**src/hdl/pcf_pkg.sv**
```systemverilog
// Shared widths, stage counts, carried-info types and step functions for the point charge field.
package pcf_pkg;

    // Field widths
    localparam int CoordW  = 16;
    localparam int DiffW   = 17;
    localparam int AbsW    = 17;
    localparam int SqW     = 34;
    localparam int RootAW  = 31;
    localparam int RootBW  = 16;
    localparam int DenW    = 50;
    localparam int QW      = 29;
    localparam int MagSqW  = 58;
    localparam int PotQW   = 49;
    localparam int PotW    = 25;
    localparam int FieldW  = 40;
    localparam int MagW    = 39;
    localparam int PotOutW = 32;

    // Step counts of each pipelined unit
    localparam int AStep    = 31;
    localparam int BStep    = 16;
    localparam int DivStep  = 29;
    localparam int CStep    = 29;
    localparam int PDivStep = 49;
    localparam int PSqStep  = 25;
    localparam int PDelay   = 34;

    // Flags that ride with an item down the field path
    typedef struct packed {
        logic v;
        logic zero;
        logic nx;
        logic ny;
        logic neg;
    } info_t;

    // Finished values handed to the output stage
    typedef struct packed {
        logic          zero;
        logic          nx;
        logic          ny;
        logic          neg;
        logic [QW-1:0] qx;
        logic [QW-1:0] qy;
        logic [QW-1:0] mag;
        logic [PotW-1:0] pot;
    } res_t;

    typedef struct packed {
        logic [63:0] rem;
        logic [31:0] root;
    } sq_t;

    typedef struct packed {
        logic [63:0] rem;
        logic        q;
    } dv_t;

    // One digit of a restoring square root: bring in two radicand bits
    function automatic sq_t sqrt_step(logic [63:0] rem, logic [31:0] root, logic [1:0] bits);
        sq_t         r;
        logic [63:0] t;
        logic [63:0] trial;
        t     = {rem[61:0], bits};
        trial = {30'b0, root, 2'b01};
        if (t >= trial)
        begin
            r.rem  = t - trial;
            r.root = {root[30:0], 1'b1};
        end
        else
        begin
            r.rem  = t;
            r.root = {root[30:0], 1'b0};
        end
        return r;
    endfunction

    // One quotient bit of a restoring divide: bring in one numerator bit
    function automatic dv_t div_step(logic [63:0] rem, logic [63:0] den, logic b);
        dv_t         r;
        logic [63:0] t;
        t = {rem[62:0], b};
        if (t >= den)
        begin
            r.rem = t - den;
            r.q   = 1'b1;
        end
        else
        begin
            r.rem = t;
            r.q   = 1'b0;
        end
        return r;
    endfunction

endpackage

```
**src/hdl/pcf_if.sv**
```systemverilog


interface pcf_out_if;
    logic                                valid;
    logic                                ready;
    logic signed [pcf_pkg::FieldW-1:0]   field_x;
    logic signed [pcf_pkg::FieldW-1:0]   field_y;
    logic        [pcf_pkg::MagW-1:0]     field_magnitude;
    logic signed [pcf_pkg::PotOutW-1:0]  potential_value;
    modport source (output valid, field_x, field_y, field_magnitude, potential_value, input ready);
    modport sink   (input valid, field_x, field_y, field_magnitude, potential_value, output ready);
endinterface

```
**src/hdl/pcf_out_stage.sv**
```systemverilog
// Output register: applies signs and the coincident-point rule, holds the item until taken.
module pcf_out_stage (
    input  logic             clk,
    input  logic             rst_n,
    input  logic             res_valid,
    input  pcf_pkg::res_t    res,
    output logic             adv,
    pcf_out_if.source        result
);
    import pcf_pkg::*;

    logic                      valid_reg;
    logic signed [FieldW-1:0]  fx_reg;
    logic signed [FieldW-1:0]  fy_reg;
    logic [MagW-1:0]           mag_reg;
    logic signed [PotOutW-1:0] pot_reg;
    logic signed [FieldW-1:0]  fx_next;
    logic signed [FieldW-1:0]  fy_next;
    logic [MagW-1:0]           mag_next;
    logic signed [PotOutW-1:0] pot_next;
    logic [FieldW-1:0]         ux;
    logic [FieldW-1:0]         uy;
    logic [PotOutW-1:0]        up;

    // Advance whenever the held item is gone or being taken
    assign adv = !valid_reg || result.ready;

    // Apply signs, zero everything for a point on the charge
    always_comb
    begin
        ux = {{(FieldW-QW){1'b0}}, res.qx};
        uy = {{(FieldW-QW){1'b0}}, res.qy};
        up = {{(PotOutW-PotW){1'b0}}, res.pot};
        fx_next  = res.nx ? -ux : ux;
        fy_next  = res.ny ? -uy : uy;
        mag_next = {{(MagW-QW){1'b0}}, res.mag};
        pot_next = res.neg ? -up : up;
        if (res.zero)
        begin
            fx_next  = '0;
            fy_next  = '0;
            mag_next = '0;
            pot_next = '0;
        end
    end

    always_ff @(posedge clk or negedge rst_n)
    begin
        if (!rst_n)
        begin
            valid_reg <= 1'b0;
        end
        else if (adv)
        begin
            valid_reg <= res_valid;
        end
    end

    always_ff @(posedge clk)
    begin
        if (adv)
        begin
            fx_reg  <= fx_next;
            fy_reg  <= fy_next;
            mag_reg <= mag_next;
            pot_reg <= pot_next;
        end
    end

    assign result.valid           = valid_reg;
    assign result.field_x         = fx_reg;
    assign result.field_y         = fy_reg;
    assign result.field_magnitude = mag_reg;
    assign result.potential_value = pot_reg;

endmodule
```
**src/flat_wrapper.sv**
```systemverilog
// flat-port wrapper written by rule: the top's interface ports become plain ports
module pcf_out_stage_flat import pcf_pkg::*;
  (clk, rst_n, res_valid, res, adv, result_valid, result_field_x, result_field_y, result_field_magnitude, result_potential_value, result_ready);
  pcf_out_if result_i ();
  input  logic clk;
  input  logic rst_n;
  input  logic res_valid;
  input  pcf_pkg::res_t res;
  output logic adv;
  output wire logic [$bits(result_i.valid)-1:0] result_valid;
  output wire logic [$bits(result_i.field_x)-1:0] result_field_x;
  output wire logic [$bits(result_i.field_y)-1:0] result_field_y;
  output wire logic [$bits(result_i.field_magnitude)-1:0] result_field_magnitude;
  output wire logic [$bits(result_i.potential_value)-1:0] result_potential_value;
  input wire logic [$bits(result_i.ready)-1:0] result_ready;
  assign result_valid = result_i.valid;
  assign result_field_x = result_i.field_x;
  assign result_field_y = result_i.field_y;
  assign result_field_magnitude = result_i.field_magnitude;
  assign result_potential_value = result_i.potential_value;
  assign result_i.ready = result_ready;
  pcf_out_stage u_core (.clk(clk), .rst_n(rst_n), .res_valid(res_valid), .res(res), .adv(adv), .result(result_i));
endmodule
```
**config.mk**
```make
export PLATFORM = sky130hd
export DESIGN_NAME = pcf_out_stage_flat
export DESIGN_NICKNAME = d
export VERILOG_FILES = /design/src/hdl/pcf_pkg.sv /design/src/hdl/pcf_if.sv /design/src/hdl/pcf_out_stage.sv /design/src/flat_wrapper.sv
export SDC_FILE = /design/constraint.sdc
export NUM_CORES = 1
export LEC_CHECK = 0
export BUFFER_PORTS_ARGS = -buffer_cell sky130_fd_sc_hd__buf_2
export CAP_MARGIN = 20
export CORE_UTILIZATION = 40
export DETAILED_ROUTE_END_ITERATION = 8
export PLACE_DENSITY_LB_ADDON = 0.1
export SLEW_MARGIN = 20
export SYNTH_ARGS = -nofsm -noshare
export SYNTH_HDL_FRONTEND = slang
export SYNTH_SLANG_ARGS = --single-unit
```
**constraint.sdc**
```tcl
create_clock -name clk -period 5.6 [get_ports clk]
set_input_delay 0 -clock clk [delete_from_list [all_inputs] [get_ports clk]]
set_output_delay 0 -clock clk [all_outputs]
set_load 0.05 [all_outputs]
```
=== Word level (Yosys, flattened, before mapping) ===
Cells that the tools add are included.

* Output and inout port bits: 153
* Register bits after elaboration: 152
* Input bits: 120
* Logic and storage cells: 23

* Reduce and logical (&&, ||, !) cells: 5
* Bitwise logic cells: 3
* Mux-type cells: 3
* $add $sub $neg: 3

{| class="wikitable"
|+ Operators by type and width
! cell !! count
|-
| $neg A29 Y40 || 2
|-
| $mux W29 || 2
|-
| $neg A25 Y32 || 1
|-
| $mux W25 || 1
|-
| $reduce_or A2 Y1 || 3
|-
| $not A1 Y1 || 3
|-
| $logic_not A1 Y1 || 1
|-
| $logic_or A1 B1 Y1 || 1
|}

=== Depth between registers and ports, before layout ===
Gate-level depths: netlist of run 1.

* Word-level depth: 2
* Gate-level depth with buffers: 7
* Depth with buffers taken out: 6

=== Worst setup path after synthesis of run 1 ===
OpenSTA, ideal clock, no wires.

* Path type: reg-to-reg
* Start point: register u_core.valid_reg (netlist: u_core.result.valid)
* End point: register u_core.mag_reg[0] (netlist: u_core.result.field_magnitude[0]) (enable)
* Data required time: 5.056 ns
* Slack: 0.862 ns
* Cell stages (with the launch flop): 2
* Period minus slack after synthesis: 4.738 ns
* Data arrival time: 4.194 ns
* Path buffers: 0
* Cells stage by stage: dfrtp_1 nand2b_1

* Cells in the longest elaborated chain, start to end: 2

{| class="wikitable"
|+ Ends and longest elaborated chain
! what !! RTL line !! RTL
|-
| from (decl) || pcf_out_stage.sv:12 || <nowiki>logic valid_reg;</nowiki>
|-
| from (signal assigned) || pcf_out_stage.sv:55 || <nowiki>valid_reg <= res_valid;</nowiki>
|-
| $logic_not A1 Y1 || pcf_out_stage.sv:26 || <nowiki>assign adv = !valid_reg || result.ready;</nowiki>
|-
| $logic_or A1 B1 Y1 || pcf_out_stage.sv:26 ||
|-
| named net adv || flat_wrapper.sv:9 || <nowiki>output logic adv;</nowiki>
|-
| to (signal assigned) || pcf_out_stage.sv:65 || <nowiki>mag_reg <= mag_next;</nowiki>
|-
| to (decl) || pcf_out_stage.sv:15 || <nowiki>logic [MagW-1:0] mag_reg;</nowiki>
|}

The timed path passes the listed nets, and every way through them passes these cells.
A chain may end at the register's enable or synchronous reset.

=== Worst setup path after layout of run 1 ===
* Start point: input port res[57] (netlist name)
* End point: register u_core.fy_reg[21] (netlist: u_core.result.field_y[21]) (data pin)

* Cells in the longest elaborated chain, start to end: 2

{| class="wikitable"
|+ Ends and longest elaborated chain
! what !! RTL line !! RTL
|-
| from (decl) || flat_wrapper.sv:8 || <nowiki>input pcf_pkg::res_t res;</nowiki>
|-
| $neg A29 Y40 || pcf_out_stage.sv:35 || <nowiki>fy_next = res.ny ? -uy : uy;</nowiki>
|-
| $mux W29 || pcf_out_stage.sv:35 ||
|-
| to (signal assigned) || pcf_out_stage.sv:64 || <nowiki>fy_reg <= fy_next;</nowiki>
|-
| to (decl) || pcf_out_stage.sv:14 || <nowiki>logic signed [FieldW-1:0] fy_reg;</nowiki>
|}

No other way between the ends.

==> results.cfg, run 1 <==
[outcome]
status = complete, no violations

[placement]
numPortBuffers = 262
gp_congestion = 0.876
place_area_sq_mm = 0.00899
dp_hpwl_um = 13800

[clocking]
root_buffer = clkbuf_16
clock_latency_ps = 410
numCtsBuffers = 17
htree_levels = 4
cts_tree = built
clockBufferDepth = 2
cts_sinks = 142
path_clk_slew_ps = 60
postCtsResizedCells = 0

[die]
start_util_pct = 41.5
rows = 49
die_w_um = 139
core_sq_mm = 0.0182
io_pins = 273
die_h_um = 139
die_area_sq_mm = 0.0194

[synthesis]
synth_area_leader_cell = edfxtp_1
avgSynthCellArea_sq_um = 11.3
syn_area_sq_mm = 0.00756
ys_seq_area_share_pct = 56.4
ys.flop_type = edfxtp_1
synth_edf_count = 141
yosys_warnings = 0
synthDominantCellAreaShare_pct = 56.0
synth_cells = 670
synth_area_leaders = edfxtp_1 56%, nor2b_1 4.7%, nor2_1 4.2%, mux2_2 3.9%, xor2_1 3.4%
yosys.cell_types.count = 44
async_flop_share_pct = 0.704
ys_seq_elements = 142

[timing]
worst_pin_slew_ps = 1030
fin_skew_ps = 11.4
rsz0062_at_grt = no
hold_violations = 0
max_clock_freq_mhz = 383
period_minus_slack_ps = 2610
max-slew-margin-rel_pct = 30.5
fin_setup_tns_ps = 0
drv_slew = 0
setup_viol_count_final = 0
final.period_utilization_pct = 46.7

[critical_path]
crit_fanout = 13
cp-end-kind = flip-flop
cp.required_ps = 5760
cp-start-kind = input pin
cp_cell_sequence = dlygate4sd3_1, buf_2, or4_1, nor3_2, a41oi_1, mux2_2
slowest_stage = nor3_2
crit_arrival_ps = 2780
slowest_delay_ps = 770
crit_type = in -> reg

[global_route]
grt_pass1_wl_um = 32500
grtUsageTotal_pct = 21.1
grt_pass1_vias = 6230
grt_max_degree = 97
antenna_found_initial = 1
overflow = 0

[final_layout]
nets = 1108
layout_commonest_cell = buf_2
fill_cells = 1561
seq_area_sq_mm = 0.00426
drive_gt1_share_pct = 34.6
final_util_pct = 56.9
final_cell_area_sq_mm = 0.0104
layout_common_cells = 261 x buf_2, 141 x edfxtp_1, 85 x nor2_1, 77 x dlygate4sd3_1, 57 x nor2b_1
syn2layout_area_growth_pct = 37.2
multiInputGateArea_sq_mm = 0.00307

[power]
powerDensity_mw_per_mm2 = 307
power.leakage_nw = 4.32
ir_worst_vdd_mv = 0.213

[drt]
routed_wl_um = 20400
highest_layer = met4
vias = 6616
wl_met1_um = 8790
drtIter0Drc = 536
met3RoutedLength_um = 1310
met2_length_um = 10000
via_per_inst = 5.39
wl_per_cell_um = 16.6
drt_drc_violations_left = 0
ant_nets = 0
dr.pass1.iters = 5

[job]
cap_violations = 0

[hold_path]
hp-class = in -> reg
## final timing paths
path / startpoint / end / slack, ps / depth (start not counted)
setup / recovery: res[57] / u_core.result.field_y[21] / 2990 / 6
hold / removal: res[80] / u_core.result.field_y[26] / 20 / 3
setup reg to reg: u_core.result.valid / u_core.result.field_x[13] / 3370 / 2
hold reg to reg: u_core.result.valid / u_core.result.valid / 1130 / 2
max in group asynchronous: rst_n / u_core.result.valid / 5090 / 3
min in group asynchronous: rst_n / u_core.result.valid / 410 / 3
## through the flow
step / hold slack, ps / total power [mW] / setup slack (ps) / cells
floorplan: -296 / 1.86 / 862 / 679
global route: 14.1 / 3.31 / 2910 / 1228
CTS: 1.83 / 3.21 / 2980 / 1227
detailed placement: -225 / 2.04 / 3000 / 1118
global placement: -225 / 2.03 / 3130 / 1118
finish: 20.0 / 3.18 / 2990 / 1228
## cell families (layout without fill, tap and decap cells)
group	after synthesis	in the layout	synth area share, %
and+or+nand+nor	270	270	19.9
DFF	142	142	56.4
AOI/OAI and AO/OA	122	122	10.9
buffers and inverters	69	388	4.01
xor gates and xnor gates	32	32	3.71
muxes	31	31	4.55
adders and majority gates	3	3	0.497
other	1	11	0.0496
## repair_timing
item,CTS,global route
hold buffers,77,0
buffers inserted,0,0
hold endpoints to repair,76,0
## worst max-delay path, delay by kind of cell
family,cells,cell delay (ps)
buf+inv,2,690
compound gates,1,240
simple gates,2,1500
mux,1,330
## synthesized netlist by cell type (4+ instances only)
cell	count
clkbuf_1	37
o311ai_0	4
nor3_1	21
a41oi_1	13
o31ai_1	16
inv_1	12
nor2_1	85
nand4_1	4
nand2_1	4
buf_2	5
a31oi_1	29
a21oi_1	25
buf_4	10
nor2b_1	57
nor3b_1	8
o41ai_1	10
or2_2	4
buf_1	4
mux2i_1	4
nand3_1	19
nor4_1	7
mux2_2	26
o21ai_0	21
and3_1	8
nand2b_1	8
or4_4	4
xor2_1	29
or3_1	19
edfxtp_1	141
or4_1	13
## per-layer routing
| metal | up-vias | GRT usage [%] |
|---|---|---|
| li1 | 3150 | - |
| met1 | 3182 | 26.8 |
| met2 | 260 | 35.1 |
| met3 | 24 | 5.61 |
| met4 | 0 | 6.49 |
| met5 | - | 0 |
## power by group
part	internal, mW	switching, mW	leakage [nW]
Clock	0.669	0.449	0.280
Sequential	1.28	0.0245	1.50
Combinational	0.200	0.553	2.54
## layout make-up
| cell class | instances | share of cell area [%] |
|---|---|---|
| Sequential cell | 142 | 41.1 |
| Multi-Input combinational cell | 468 | 29.6 |
| Timing Repair Buffer | 343 | 20.4 |
| Clock buffer | 19 | 4.27 |
| Tap cell | 229 | 2.76 |
| Clock inverter | 13 | 1.33 |
| Inverter | 13 | 0.471 |
| Antenna cell | 1 | 0.0241 |
(Power assumes the default switching activity.)
==> run 2: changes to the inputs <==
clock period = 2.2 ns   (was 5.6 ns; I/O delays follow)
==> run 2 against run 1 <==
Against the previous run:
- first-iteration DRC count shrank 21%
- clock power rose to 2.8 times the previous value
- critical path depth is the same
- critical path type unchanged
- combinational power rose to 2.6 times the previous value
- clock skew fell by 0.85 ps
- sequential cell count unchanged
- highest routed layer unchanged
- global-route usage up 0.13 points
- design area is 2.9% higher
- final cell count increased by 2.4%
==> results.cfg, run 2 (synthesis results as in run 1) <==
[hold_path]
hp-class = in -> reg
holdPathStages = 3
min_from = res[82]
whs_endpoint = u_core.result.field_y[28]

[final_layout]
multiInputGateArea_sq_mm = 0.00308
layout_commonest_cell = buf_2
layout_common_cells = 261 x buf_2, 141 x edfxtp_1, 84 x nor2_1, 77 x dlygate4sd3_1, 57 x nor2b_1
nets = 1136
syn2layout_area_growth_pct = 41.2
final_util_pct = 58.6
drive_gt1_share_pct = 36.5
seq_area_sq_mm = 0.00426
fill_cells = 1529

[critical_path]
crit_arrival_ps = 2330
reg2reg_to = u_core.result.field_y[39]
r2r_start = u_core.result.valid
slowest_stage = or4_4
cp-start-kind = input pin
cp.depth = 6
cp_cell_sequence = dlygate4sd3_1, buf_2, or4_4, or4_4, o41ai_2, mux2_2
cp.required_ps = 2370
crit_type = in -> reg
cp-end-kind = flip-flop
crit_family = simple AND/OR/NAND/NOR gates
ff2ff_setup_slack_ps = 830
path_common_cell = or4_4
crit_buf_inv = 2
crit_fanout = 5
slowest_delay_ps = 560
reg2reg_depth = 2

[die]
die_area_sq_mm = 0.0194
io_pins = 273
core_sq_mm = 0.0182
die_h_um = 139
die_w_um = 139
start_util_pct = 41.5
rows = 49

[timing]
setup_viol_count_final = 0
drv_slew = 0
max_clock_freq_mhz = 464
fin_skew_ps = 10.5
max-slew-margin-rel_pct = 60.4
hold_violations = 0
rsz0062_at_grt = yes
worst_pin_slew_ps = 594
period_minus_slack_ps = 2160
final.period_utilization_pct = 98.0

[clocking]
clock_latency_ps = 420
cts_tree = built
cts_sinks = 142
htree_levels = 4
path_clk_slew_ps = 70
numCtsBuffers = 17
root_buffer = clkbuf_16
clockBufferDepth = 2

[drt]
routed_wl_um = 20600
via_per_inst = 5.34
vias = 6717
ant_nets = 0
drt_drc_violations_left = 0
wl_per_cell_um = 16.4
dr.pass1.iters = 6
drtIter0Drc = 423

[global_route]
grt_pass1_wl_um = 32600
grtUsageTotal_pct = 21.2
overflow = 0
grt_pass1_vias = 6503
grt_max_degree = 108
antenna_found_initial = 2

[power]
power.leakage_nw = 4.50
powerDensity_mw_per_mm2 = 787
power.total_mw = 8.39
ir_worst_vdd_mv = 0.499

[outcome]
status = complete, no violations

[placement]
numPortBuffers = 262
gp_congestion = 0.859
dp_hpwl_um = 14100

[job]
cap_violations = 0
run 2: power by group:
group | switching (mW) | internal [mW] | total, mW
sequential | 0.0624 | 3.26 | 3.33
clock | 1.20 | 1.93 | 3.13
combinational | 1.41 | 0.527 | 1.94
total | 2.68 | 5.72 | 8.39
run 2: area by class of cell:
class / instances / share of cell area [%]
Clock inverter: 14 / 1.92
Clock buffer: 18 / 4.02
Antenna cell: 2 / 0.0469
Tap cell: 229 / 2.69
Sequential cell: 142 / 39.9
Multi-Input combinational cell: 468 / 28.9
Timing Repair Buffer: 371 / 22.0
Inverter: 13 / 0.457
run 2: routing by layer:
metal  part of all wire [%]  up-vias  routed length [um]  global-route usage [%]
li1                       -     3212                   -                       -
met1                     42     3195                8600                    25.9
met2                     49      280               10100                    35.9
met3                    7.4       30                1540                    5.30
met4                    2.1        0                 431                    8.71
met5                      0        -                   0                       0
run 2: worst reg2reg max path, cell delays in order (launching register included):
cell      delay [ps]
dfrtp_1          400
nand2b_4          90
buf_12           430
run 2: worst max path at each step:
stage                              startpoint                               end  slack [ps]
after floorplan           u_core.result.valid  u_core.result.field_magnitude[0]          30
after global placement                res[59]         u_core.result.field_y[22]          70
after detailed placement              res[66]         u_core.result.field_y[22]          30
after CTS                             res[55]         u_core.result.field_y[26]          20
after global routing                  res[67]         u_core.result.field_y[22]         -10
final                                 res[63]         u_core.result.field_y[22]          40
run 2: timing repair:
item,CTS,global route
hold buffers,77,0
endpoints found under the setup margin,0,14
resized for setup,0,8
hold endpoints to repair,76,0
buffers inserted,0,1
run 2: through the flow:
stage / TNS [ps] / instances / setup WS, ps / hold WS (ps) / instance area, sq um
2_1_floorplan: 0 / 679 / 26.3 / -296 / 7600
3_3_place_gp: 0 / 1145 / 71.7 / -226 / 9210
3_5_place_dp: 0 / 1145 / 31.1 / -222 / 9210
4_1_cts: 0 / 1254 / 22.5 / 0.800 / 10600
5_1_grt: -26.7 / 1257 / -12.1 / 22.0 / 10700
6_report: 0 / 1257 / 44.3 / 18.5 / 10700
==> run 3: changes to the inputs <==
clock period = 1.8 ns   (was 2.2 ns; I/O delays follow)
==> run 3 against run 2 <==
Against the previous run:
- design area grew 2.8%
- worst hold slack gained 1.7 ps
- critical path depth did not move
- clock skew is 3.9 ps lower
- first-iteration DRC count fell by 21%
- largest power group unchanged
- highest routed layer unchanged
- sequential cell count did not move
- combinational power is 27% higher
- sequential share of layout area decreased by 1.1 points
- largest cell class unchanged
==> results.cfg, run 3 (synthesis results as in run 1) <==
[timing]
max-slew-margin-rel_pct = 63.3
worst_pin_slew_ps = 549
fin_skew_ps = 6.69
final.period_utilization_pct = 97.6
setup_viol_count_final = 0
timing.final.ws_setup_ps = 43.6
hold_violations = 0
fin_setup_tns_ps = 0
drv_slew = 0
max_clock_freq_mhz = 569
period_minus_slack_ps = 1760

[clocking]
cts_sinks = 142
path_clk_slew_ps = 70
numCtsBuffers = 17
htree_levels = 4
clock_latency_ps = 420
clockBufferDepth = 2
root_buffer = clkbuf_16
cts_tree = built

[drt]
dr.pass1.iters = 5
drt_drc_violations_left = 0
ant_nets = 0
vias = 6901
via_per_inst = 5.30
wl_per_cell_um = 16.3
routed_wl_um = 21300
drtIter0Drc = 336

[power]
pwr-share-clk_pct = 34.0
power.leakage_nw = 4.71
internal-power_mw = 6.63
combPwrFrac_pct = 24.9
switchingPower_mw = 3.28
ir_worst_vdd_mv = 0.650
power_switching_share_pct = 33.1
power_frac_seq_pct = 41.1
powerDensity_mw_per_mm2 = 903

[hold_path]
min_from = res[2]
hp-class = in -> reg
holdPathStages = 3
whs_endpoint = u_core.result.potential_value[2]

[final_layout]
final_cell_area_sq_mm = 0.0110
layout_commonest_cell = buf_2
final_cells = 1302
seq_area_sq_mm = 0.00426
multiInputGateArea_sq_mm = 0.00310
syn2layout_area_growth_pct = 45.2
drive_gt1_share_pct = 42.4
fill_cells = 1532
layout_common_cells = 261 x buf_2, 141 x edfxtp_1, 97 x buf_4, 83 x nor2_1, 57 x nor2b_1
nets = 1182

[global_route]
grt_pass1_wl_um = 34400
grtUsageTotal_pct = 22.3
overflow = 0
grt_pass1_vias = 6834
grt_max_degree = 57
antenna_found_initial = 1

[critical_path]
crit_fanout = 5
crit_type = in -> reg
reg2reg_depth = 2
reg2reg_to = u_core.result.potential_value[20]
cp-end-kind = flip-flop
cp-start-kind = input pin
ff2ff_setup_slack_ps = 480
crit_arrival_ps = 1920
cp.required_ps = 1960
r2r_start = u_core.result.valid

[die]
die_w_um = 139
start_util_pct = 41.5
die_area_sq_mm = 0.0194
io_pins = 273
core_sq_mm = 0.0182
rows = 49
die_h_um = 139

[placement]
numPortBuffers = 262
dp_hpwl_um = 15400
place_area_sq_mm = 0.00986
dp_cells = 1218
dp_slack_ps = -352
gp_congestion = 0.892

[job]
cap_violations = 0

[outcome]
status = complete, no violations
[run 3: changes by cell type in the layout (fill, tap and decap cells not counted), sizes merged]
| cell | previous run | this run |
|---|---|---|
| buf | 294 | 366 |
| bufinv | 4 | 1 |
| clkinv | 4 | 6 |
| clkinvlp | 2 | 5 |
| diode | 2 | 1 |
| dlygate4sd3 | 77 | 51 |
| inv | 17 | 15 |
[run 3: worst max path at each step]
stage / start / to / slack, ps / cells after the start
after floorplan: u_core.result.valid / u_core.result.field_magnitude[0] / -260 / 1
after global placement: res[67] / u_core.result.field_y[22] / -310 / 5
final: res[18] / u_core.result.potential_value[23] / 40 / 6
after detailed placement: res[59] / u_core.result.field_y[22] / -350 / 5
after global routing: res[18] / u_core.result.potential_value[22] / -2 / 6
after CTS: res[18] / u_core.result.potential_value[23] / 30 / 6
[run 3: area by class of cell]
cell class,instances,share of cell area (%)
Sequential cell,142,38.8
Multi-Input combinational cell,468,28.2
Timing Repair Buffer,417,24.7
Clock buffer,18,3.91
Tap cell,229,2.61
Clock inverter,14,1.25
Inverter,13,0.445
Antenna cell,1,0.0228
[run 3: per-stage QoR]
| step | hold WS [ps] | power, mW | util, % |
|---|---|---|---|
| CTS | 3.10 | 9.98 | 60.1 |
| global route | 24.2 | 10.3 | 60.2 |
| detailed placement | -223 | 6.51 | 54.2 |
| finish | 20.2 | 9.90 | 60.2 |
| global placement | -225 | 6.47 | 54.2 |
| floorplan | -296 | 5.76 | - |
[run 3: critical path, stage by stage]
cell and delay, ps:
dlygate4sd3_1 560, buf_2 150, or4_1 590, nor2_4 160, a41oi_1 150, mux2_2 300
[run 3: metal layers]
metal	part of all wire (%)	up-vias	wire length (um)	GRT usage [%]
met2	49	270	10400	38.2
met3	6.6	33	1400	5.13
li1	-	3307	-	-
met1	42	3291	8970	27.4
met5	0	-	0	0
met4	2.3	0	493	8.36
[run 3: repair_timing]
action / CTS / global route
setup endpoints to repair: 0 / 6
hold buffers: 51 / 0
setup buffers: 0 / 0
endpoints found under the hold margin: 50 / 0
gates resized for setup: 0 / 5
[run 3: power groups by stage]
stage | logic (mW) | registers [mW] | clock network (mW)
after floorplan | 0.571 | 5.19 | 0
after global placement | 2.34 | 4.13 | 0
after detailed placement | 2.37 | 4.14 | 0
after CTS | 2.46 | 4.07 | 3.44
after global routing | 2.60 | 4.10 | 3.58
final | 2.46 | 4.07 | 3.37
